--- config.mk ---
export PLATFORM = sky130hd
export DESIGN_NAME = apiir_vmem
export DESIGN_NICKNAME = d
export VERILOG_FILES = /design/src/apiir_vmem.sv
export SDC_FILE = /design/constraint.sdc
export NUM_CORES = 1
export LEC_CHECK = 0
export BUFFER_PORTS_ARGS = -buffer_cell sky130_fd_sc_hd__buf_2
export CORE_MARGIN = 1.5
export CORE_UTILIZATION = 55
export CTS_BUF_LIST = sky130_fd_sc_hd__clkbuf_2
export CTS_CLUSTER_SIZE = 10
export DETAILED_ROUTE_END_ITERATION = 7
export MAX_ROUTING_LAYER = met4
export PLACE_DENSITY = 0.82
export SLEW_MARGIN = 20
export SYNTH_ARGS = -nofsm -noshare
export SYNTH_HDL_FRONTEND = slang
export SYNTH_SLANG_ARGS = --single-unit
export TNS_END_PERCENT = 100
--- constraint.sdc ---
create_clock -name clk -period 2.3 [get_ports clk]
set_input_delay 0 -clock clk [delete_from_list [all_inputs] [get_ports clk]]
set_output_delay 0 -clock clk [all_outputs]
set_load 0.02 [all_outputs]
--- src/apiir_vmem.sv ---
// Synchronous single-write, single-read memory with per-entry valid bits.
// Entries never written since reset or the last clear read as zero. Uses apiir_pkg widths
// only through its parameters.
module apiir_vmem #(
  parameter int DEPTH = 32,
  parameter int WIDTH = 32,
  parameter int AW    = $clog2(DEPTH)
) (
  input  logic             clk,
  input  logic             rst_n,
  input  logic             clr,
  input  logic             wr_en,
  input  logic [AW-1:0]    wr_addr,
  input  logic [WIDTH-1:0] wr_data,
  input  logic             rd_en,
  input  logic [AW-1:0]    rd_addr,
  output logic [WIDTH-1:0] rd_data
);

  logic [WIDTH-1:0] mem [DEPTH];
  logic [WIDTH-1:0] q_r;
  logic             q_vld_r;
  logic [DEPTH-1:0] vld_r;
  logic [DEPTH-1:0] vld_nxt;

  // Store write data, register read data
  always_ff @(posedge clk) begin
    if (wr_en) begin
      mem[wr_addr] <= wr_data;
    end
    if (rd_en) begin
      q_r <= mem[rd_addr];
    end
  end

  // Drop all valid bits on clear, mark written entries
  always_comb begin
    vld_nxt = clr ? '0 : vld_r;
    if (wr_en) begin
      vld_nxt[wr_addr] = 1'b1;
    end
  end

  always_ff @(posedge clk) begin
    if (!rst_n) begin
      vld_r   <= '0;
      q_vld_r <= 1'b0;
    end else begin
      vld_r <= vld_nxt;
      if (rd_en) begin
        q_vld_r <= vld_r[rd_addr];
      end
    end
  end

  assign rd_data = q_vld_r ? q_r : '0;

endmodule

==> summary.md <==
| Metric | Value |
|---|---|
| Status | `finished, violations left` |
| Failing checks | `setup timing` |
| Post-synth ARST share | `0%` |
| Root Buffer | `clkbuf_2` |
| Clock transition at the registers of the reported paths | `~0.11 ns` |
| Register area | `around 32000 um2` |
| Die width | `between 200 and 300 um` |
| Cell area after synthesis | `just over 40000 um2` |
| CP max stage cell | `dfxtp_2` |
| Max_slew headroom | `between 20% and 30%` |
| # rows | `100` |
| Final Critical Period | `2.463 ns` |
| Kind of cell adding the most delay to the critical path | `buffers and inverters` |
| PortBufs | `between 70 and 80` |
| CP Capture Type | `output pin` |
| Period utilization | `107.1%` |
| Critical path type | `flop to output pin` |
| GRT Resource Usage Total | `~28%` |
| Vias per cell | `around 6.3` |
| Mux contribution to synthesized area | `between 10% and 20%` |
| Io pins | `79` |
| Top-count cell post-synth | `edfxtp_1` |
| CTS tree | `built` |
| Initial Util | `55.73%` |
| Gate Count Post-Synth | `between 1500 and 2000` |
| Pre-antenna DRT Iters | `5` |
| H-tree depth | `4` |
| Clock skew | `between 0.08 and 0.09 ns` |
| Netlist cell types | `29` |
| Post-synth top area share | `76.30%` |
| Synth Area in Simple Gates | `around 1.7%` |
| Slew Viols, Final | `0` |
| Final hold vios | `0` |
| GPL Wtd Cong | `0.7925` |
| Total power | `0.03605 W` |
| Pwr Density | `around 750 nW/um2` |
| Initial antenna violation count | `3` |
| Largest net degree at the start of global routing | `36` |
| Seq/Total Area, Yosys | `77.89%` |
| Vias in the first global route | `22250` |
| Die area | `approximately 77000 um2` |
| Most frequent cells after synthesis | `edfxtp_1 (1056), mux4_2 (320), clkbuf_1 (45)` |
| Endpoints failing setup | `55` |
| Initial DRC count | `~3000` |
| # nets final | `2238` |
| Crit path cell chain | `buf_12 -> and2_1 -> buf_2` |
| Cell area after layout | `just under 50000 um2` |
| Adder-cell share of the synthesized area | `0%` |
| Mean Syn Cell Area | `about 24 um2` |
| Layout cells sized above 1 | `between 40% and 50%` |
| Synth area leader | `edfxtp_1` |
| Worst-Skew Late Latency | `between 1 and 1.5 ns` |
| DIE HEIGHT | `between 200 and 300 um` |
| Clk sink count | `approximately 1100` |
| Final WL | `between 100000 and 150000 um` |
| Max-cap violation count | `0` |
| Area after DPL | `between 40000 and 50000 um2` |
| Final worst slack | `-0.1628 ns` |
| EDFF count, synth | `roughly 1100` |
| Via count | `about 21000` |
| Average wire per standard cell | `~30 um` |
| Fmax | `around 410 MHz` |
| Crit-path max FO | `33` |
| Xor-xnor portion of the synthesized cell area | `0%` |
| RSZ-0062 raised after global routing | `yes` |
| Largest family of logic cells by synthesized area | `multiplexers` |
| Min Hold Slack | `around 0.14 ns` |
| Core area | `about 75000 um2` |
| WP buf/inv | `2` |
| Arrival time worst endpoint | `about 2.5 ns` |
| Post-synth net total | `around 1800` |
| Maximum vdd ir drop | `0.5545 mV` |
| Leak | `15.82 nW` |
| CTS Buf Count | `roughly 240` |
| Synth Area in Compound Gates | `less than 1%` |
| First-pass GRT wire length | `146000 um` |
| # fillers | `between 4000 and 5000` |
| Synth top area cells | `edfxtp_1 (76%), mux4_2 (17%), dfxtp_1 (1.6%)` |
| Synth Register Bits | `around 1100` |
| Worst setup SP type | `flop` |
| Post-route ant nets | `0` |
| Multi-input gate area | `~9000 um2` |
| Tightest Hold Check Type | `primary input to flop` |
| Total congestion overflow | `0` |
| CP required | `2.30 ns` |
| Top FF cell, synth | `edfxtp_1` |
| DRC | `0` |
| Area Growth Syn to Fin | `15.75%` |
| Synth Warn # | `0` |
| DP HPWL | `between 50000 and 60000 um` |
| Worst-Margin Slew | `around 1.1 ns` |
| Bufs on Longest Clock Path | `3` |
| CP max stage delay | `about 0.36 ns` |
==> layer usage <==
layer / part of all wire (%) / GRT usage (%) / up-vias
met5: 0 / - / -
met4: 3.3 / 10.42 / 0
met3: 12 / 6.536 / 230
met2: 50 / 44.04 / 1504
met1: 35 / 35.12 / 10960
li1: - / - / 8459
==> cell type report <==
cell class | count | share of cell area, %
antenna | 3 | 0.01561
clock buffer | 359 | 3.735
clock inverter | 67 | 0.7153
inverter | 1 | 0.007803
multi-input combinational | 535 | 18.62
sequential | 1089 | 67.29
tap | 969 | 2.520
timing repair buffer | 326 | 7.095
==> cell usage in the layout (no fill, tap or decap), types with 2 or more instances in the layout <==
cell type / count
dfxtp_1: 32
or3b_2: 3
buf_8: 2
nand2_1: 6
a22oi_1: 4
edfxtp_1: 1056
nand3b_1: 5
nand2b_1: 2
buf_12: 65
nor2_1: 2
inv_2: 5
bufinv_16: 3
nor2b_1: 33
buf_4: 105
o21a_1: 31
mux4_2: 320
clkinv_1: 55
diode_2: 3
mux2i_1: 15
clkbuf_2: 359
nand3_1: 6
nor2_4: 32
buf_2: 50
and2_1: 34
mux2_2: 32
dlygate4sd3_1: 103
clkinvlp_4: 2
a21oi_1: 3
==> tightest hold or removal path, cell delays in order <==
cell and delay, ns:
dlygate4sd3_1 0.56, buf_8 0.17, buf_4 0.19, mux4_2 0.23, mux4_2 0.22, mux2_2 0.16
==> registers in the layout, summed over array words and instances (netlist names) <==
name and cells:
q_vld_r 1, vld_r 32, mem 1024, q_r 32
==> stage by stage <==
step | utilization, % | setup TNS (ns) | cells | setup WS (ns)
final | 64.51 | -4.432 | 3349 | -0.1628
after global routing | 64.51 | -7.560 | 3349 | -0.2719
after CTS | 64.43 | -15.30 | 3340 | -0.3080
after detailed placement | 59.97 | 0 | 2805 | 0.04615
after global placement | 59.97 | 0 | 2805 | 0.08577
after floorplan | - | -49.89 | 1714 | -0.1802
==> report_power, final <==
group	internal (W)	total [W]	switching, W
combinational	0.00112	0.00231	0.00119
clock	0.00448	0.0116	0.00715
sequential	0.0220	0.0221	0.0000879
==> repair_timing <==
item,4_1_cts,5_1_grt
hold buffers,109,2
hold endpoints to repair,2145,62
resized for setup,26,2
endpoints found under the setup margin,32,222
pin swaps,0,3
buffers inserted,0,5
==> worst paths after layout <==
check	start	end	slack, ns	cells after the start
setup / recovery	q_vld_r	rd_data[19]	-0.16	3
hold / removal	rd_addr[0]	q_r[0]	0.14	6
setup reg to reg	mem[2][25]	q_r[25]	0.30	3
hold reg to reg	vld_r[2]	vld_r[2]	0.59	2
==> cell families after synthesis <==
| family | Yosys count |
|---|---|
| AOI/OAI and AO/OA | 43 |
| and+or+nand+nor | 125 |
| DFF | 1089 |
| buffers and inverters | 90 |
| muxes | 367 |
No activity file was read; power rests on OpenSTA's default activity.
