### config.mk
export PLATFORM = sky130hd
export DESIGN_NAME = apiir_mac
export DESIGN_NICKNAME = d
export VERILOG_FILES = /design/src/apiir_pkg.sv /design/src/apiir_mac.sv
export SDC_FILE = /design/constraint.sdc
export NUM_CORES = 2
export LEC_CHECK = 0
export ABC_AREA = 0
export ABC_CLOCK_PERIOD_IN_PS = 9110
export BUFFER_PORTS_ARGS = -buffer_cell sky130_fd_sc_hd__clkbuf_2
export CAP_MARGIN = 20
export CORE_MARGIN = 5
export CORE_UTILIZATION = 40
export CTS_BUF_LIST = sky130_fd_sc_hd__clkbuf_16
export DETAILED_ROUTE_END_ITERATION = 12
export GPL_ROUTABILITY_DRIVEN = 0
export PLACE_DENSITY = 0.53
export SETUP_SLACK_MARGIN = 0.2
export SKIP_CTS_REPAIR_TIMING = 1
export SLEW_MARGIN = 20
export SYNTH_ARGS = -nofsm -noshare
export SYNTH_HDL_FRONTEND = slang
export SYNTH_SLANG_ARGS = --single-unit
### constraint.sdc
create_clock -name clk -period 9.11 [get_ports clk]
set_input_delay 0.911 -clock clk [delete_from_list [all_inputs] [get_ports clk]]
set_output_delay 0.911 -clock clk [all_outputs]
set_load 0.05 [all_outputs]
### src/apiir_pkg.sv
// Shared types and constants for the all-pole IIR filter core.
// Used by every module of the block except apiir_vmem; depends on nothing else.
package apiir_pkg;

  // Field widths of the stream payloads
  localparam int SAMPLE_W   = 16;
  localparam int IDX_W      = 5;
  localparam int COEF_W     = 25;
  localparam int DATA_W     = 32;
  localparam int TAPS_W     = 6;
  localparam int GAIN_W     = 16;

  // Packing of the input transaction
  localparam int IN_TDATA_W  = 48;
  localparam int IN_TUSER_W  = 2;
  localparam int OUT_TDATA_W = 32;
  localparam int SAMPLE_LSB  = 0;
  localparam int IDX_LSB     = 16;
  localparam int COEF_LSB    = 21;
  localparam int TU_REQ      = 0;
  localparam int TU_BLK      = 1;

  // Request kinds carried in tuser
  localparam logic REQ_SAMPLE = 1'b0;
  localparam logic REQ_COEF   = 1'b1;

  // Configuration port
  localparam int CFG_IDX_W  = 2;
  localparam int CFG_DATA_W = 16;
  localparam logic [CFG_IDX_W-1:0] CFG_TAPS = 2'd0;
  localparam logic [CFG_IDX_W-1:0] CFG_GAIN = 2'd1;

  localparam logic [TAPS_W-1:0]        TAPS_RST = 6'd23;
  localparam logic signed [GAIN_W-1:0] GAIN_RST = 16'sd4096;

  localparam int MAX_TAPS_DEF = 32;

  // Arithmetic formats
  localparam int ACC_W     = 64;
  localparam int PROD_W    = COEF_W + DATA_W;
  localparam int FRAC_W    = 18;
  localparam int GPROD_W   = GAIN_W + DATA_W;
  localparam int GFRAC_W   = 12;

  // Datapath strobes issued by the sequencer
  typedef struct packed {
    logic load;      // start accumulator from the new sample
    logic mul_en;    // form coefficient times delay product
    logic acc_en;    // subtract registered product
    logic round_en;  // round and saturate w0
    logic gain_en;   // form gain times w0
  } mac_ctl_t;

endpackage

### src/apiir_mac.sv
// Multiply-accumulate datapath: feedback sum, w0 rounding and output gain.
// Sequenced by the top level through apiir_pkg::mac_ctl_t.
module apiir_mac (
  input  logic                                 clk,
  input  apiir_pkg::mac_ctl_t                  ctl,
  input  logic signed [apiir_pkg::SAMPLE_W-1:0] sample,
  input  logic signed [apiir_pkg::COEF_W-1:0]   coef,
  input  logic signed [apiir_pkg::DATA_W-1:0]   dly,
  input  logic signed [apiir_pkg::GAIN_W-1:0]   gain,
  output logic signed [apiir_pkg::DATA_W-1:0]   w0,
  output logic signed [apiir_pkg::DATA_W-1:0]   y
);

  localparam int RND_W  = apiir_pkg::ACC_W + 1;
  localparam int WSH_W  = RND_W - apiir_pkg::FRAC_W;
  localparam int GRND_W = apiir_pkg::GPROD_W + 1;
  localparam int YSH_W  = GRND_W - apiir_pkg::GFRAC_W;

  localparam logic signed [WSH_W-1:0] W_MAX = WSH_W'(64'sd2147483647);
  localparam logic signed [WSH_W-1:0] W_MIN = WSH_W'(-64'sd2147483648);
  localparam logic signed [YSH_W-1:0] Y_MAX = YSH_W'(64'sd2147483647);
  localparam logic signed [YSH_W-1:0] Y_MIN = YSH_W'(-64'sd2147483648);

  logic signed [apiir_pkg::ACC_W-1:0]   acc_r;
  logic signed [apiir_pkg::PROD_W-1:0]  prod_r;
  logic signed [apiir_pkg::DATA_W-1:0]  w0_r;
  logic signed [apiir_pkg::GPROD_W-1:0] gp_r;

  logic signed [RND_W-1:0]              rnd;
  logic signed [WSH_W-1:0]              wsh;
  logic signed [apiir_pkg::DATA_W-1:0]  w0_sat;
  logic signed [GRND_W-1:0]             grnd;
  logic signed [YSH_W-1:0]              ysh;

  // Round w0 half up and clamp to 32 bits
  always_comb begin
    rnd = RND_W'(acc_r) + RND_W'(64'sd1 <<< (apiir_pkg::FRAC_W - 1));
    wsh = $signed(rnd[RND_W-1:apiir_pkg::FRAC_W]);
    if (wsh > W_MAX) begin
      w0_sat = apiir_pkg::DATA_W'(W_MAX);
    end else if (wsh < W_MIN) begin
      w0_sat = apiir_pkg::DATA_W'(W_MIN);
    end else begin
      w0_sat = apiir_pkg::DATA_W'(wsh);
    end
  end

  // Round the gain product half up and clamp to 32 bits
  always_comb begin
    grnd = GRND_W'(gp_r) + GRND_W'(64'sd1 <<< (apiir_pkg::GFRAC_W - 1));
    ysh  = $signed(grnd[GRND_W-1:apiir_pkg::GFRAC_W]);
    if (ysh > Y_MAX) begin
      y = apiir_pkg::DATA_W'(Y_MAX);
    end else if (ysh < Y_MIN) begin
      y = apiir_pkg::DATA_W'(Y_MIN);
    end else begin
      y = apiir_pkg::DATA_W'(ysh);
    end
  end

  // Product, accumulate, round and gain stages
  always_ff @(posedge clk) begin
    if (ctl.mul_en) begin
      prod_r <= coef * dly;
    end
    if (ctl.load) begin
      acc_r <= apiir_pkg::ACC_W'(sample) <<< apiir_pkg::FRAC_W;
    end else if (ctl.acc_en) begin
      acc_r <= acc_r - apiir_pkg::ACC_W'(prod_r);
    end
    if (ctl.round_en) begin
      w0_r <= w0_sat;
    end
    if (ctl.gain_en) begin
      gp_r <= gain * w0_r;
    end
  end

  assign w0 = w0_r;

endmodule

==> results.ini <==
[final_layout]
drive_above_1_share_pct=5.49
post-route-util_pct=42.7
final_cells=8056
num-fill-cells=14058
seqCellArea_um2=5530
fin_area_um2=60300
multi_input_area_um2=45000
fin_nets=7878
final_cell_mix=1,415 x inv_1, 1,305 x fa_1, 807 x nand2_1
area_growth_syn_to_layout_pct=6.14
layout_commonest_cell=inv_1

[floorplanning]
coreArea_um2=141000
fp.dieArea_um2=150000
rows=138
die_w_um=387
die_y_um=387
pin_count=159
initial_core_util_pct=40.2

[setup_path]
crit_path_top_delay_cell=fa_1
crit_required_ns=9.36
crit_family=adder cells
worst-endpoint-arrival_ns=8.35
max_stage_delay_ns=0.53
worstPathMaxFanout=32
start_kind=input port
crit_buf_inv=5
worstSetupEndpointType=register
critPathKind=in -> reg
cpMostUsedCell=fa_1

[sta]
fin_crit_sh_pct=88.9
fmax_mhz=123
worstMarginPinSlew_ns=1.05
slew_viol_final=0
rsz0062_at_grt=false
fin_worst_skew_ns=0.0186
fin_setup_tns_ns=0
finalSetupViolCount=0
hold_violations=0
period_needed_ns=8.10
relSlewSlack_pct=29.9

[route]
drtAntennaViolNets=0
wl_per_cell_um=19.6
wl_mm=158
vias_per_cell=5.00
route.detailed.drc=0
firstDrtPassIters=6
vias=40261
drt-initial-drc-count=1960

[clocking]
clk_latency_ns=0.50
root_buffer=clkbuf_16
cts_buffers=17
tritoncts=yes
h-tree-depth=4
clkTransAtPathRegs_ns=0.08
clock-sinks=190
clockBufferDepth=2

[logic_synthesis]
synth_compound_area_share_pct=6.38
muxShareOfSynthArea_pct=0.198
syn_area_um2=56900
yosysWarnings=0
synthDistinctLibCells=96
synth-seq-cells=190
syn_nets=7872
yosys_most_used_dff=edfxtp_1
synthCells=6141
synth-seq-area-share_pct=9.72
synth_top_family_by_area=adder cells
synthAdderAreaFrac_pct=53.2
synthSimpleGateAreaFrac_pct=15.8
synth.largest_area_cell=fa_1
synth_xor_area_share_pct=3.47
synth_edf_count=172
synth_top_area_share_pct=46.0
avgSynthCellArea_um2=9.26
yosys-top-cells-area=fa_1 46%, inv_1 9.3%, edfxtp_1 9.1%, ha_1 7.3%, and2_1 6.4%
synth-async-reset-ratio_pct=0

[place]
port_buffers=158
dp.cells=8018
dp_hpwl_mm=131
placed_cell_area_um2=59700

[outcome]
outcome=finished clean

[global_routing]
antenna_found_initial=11
grtUsageTotal_pct=21.4
grt_pass1_vias=44348
overflow=0
grt_pass1_wl_mm=252
grt_start_max_net_pins=58

[flow_run]
max_cap_violations=0

[min_path]
hp-class=reg -> reg

-- worst paths after layout --
path,endpoint,cells after the start,slack (ns),from
min reg2reg,acc_r[13],2,0.47,acc_r[13]
min,acc_r[13],2,0.47,acc_r[13]
max,prod_r[55],26,1.01,coef[9]
max reg2reg,gp_r[47],24,1.43,w0[10]
-- state kept, by name, summed over array words and instances (netlist names) --
signal / cells
acc_r: 64
gp_r: 37
prod_r: 57
w0: 32
-- routing by layer --
layer	vias up	routed length, um	GRT usage (%)
li1	18359	-	-
met1	20905	66100	27.2
met2	839	80400	38.6
met3	156	6780	2.53
met4	2	4380	5.64
met5	-	15	0
-- worst reg2reg max path: cells and delay by family (launching register included) --
kind	cells	cell delay, ns
adder cells (fa/ha/maj)	7	3.33
buffers and inverters	5	0.26
AO/OA/AOI/OAI	10	2.60
AND/OR/NAND/NOR	1	0.19
flip-flops	1	0.93
XOR/XNOR	1	0.10
-- through the flow --
step,setup WS (ns),hold slack [ns]
6_report,1.01,0.470
5_1_grt,0.531,0.496
4_1_cts,0.983,0.471
3_5_place_dp,0.410,0.453
3_3_place_gp,0.398,0.442
2_1_floorplan,1.37,0.432
-- cell families after synthesis --
family,Yosys count
mux,11
compound gates,567
fa+ha+maj,1636
buf+inv,1681
simple gates,1831
flops,190
xor+xnor,225
-- area by class of cell --
cell class / count / area share (%)
Multi-Input combinational cell: 4270 / 74.6
Sequential cell: 190 / 9.16
Inverter: 1417 / 8.81
Tap cell: 1890 / 3.92
Timing Repair Buffer: 251 / 2.49
Clock buffer: 17 / 0.705
Clock inverter: 15 / 0.340
Antenna cell: 6 / 0.0249
-- cell usage after synthesis, types with 5 or more instances --
cell type  count
inv_1       1416
fa_1        1305
nand2_1      807
and2_1       586
ha_1         331
clkbuf_1     246
edfxtp_1     172
nor2_1       171
xnor2_1      148
o21ai_0      145
a21oi_1      144
a21o_1        80
xor2_1        77
nand3_1       64
nand2b_1      39
and3_1        30
o21ai_1       29
nand4_1       28
nor3_1        27
nor2b_1       23
a31oi_1       19
dfxtp_1       18
o21a_1        18
o21bai_1      18
a211oi_1      16
o21ai_2       14
and4_1        11
or3_1         11
buf_2          9
mux2i_1        9
a2111oi_0      8
o211ai_1       8
a31o_2         6
nor3b_1        5
nor4_1         5
Power is left out: the tool's default activity adds up to more than one toggle a clock period on the data nets, which glitch-free logic cannot reach.
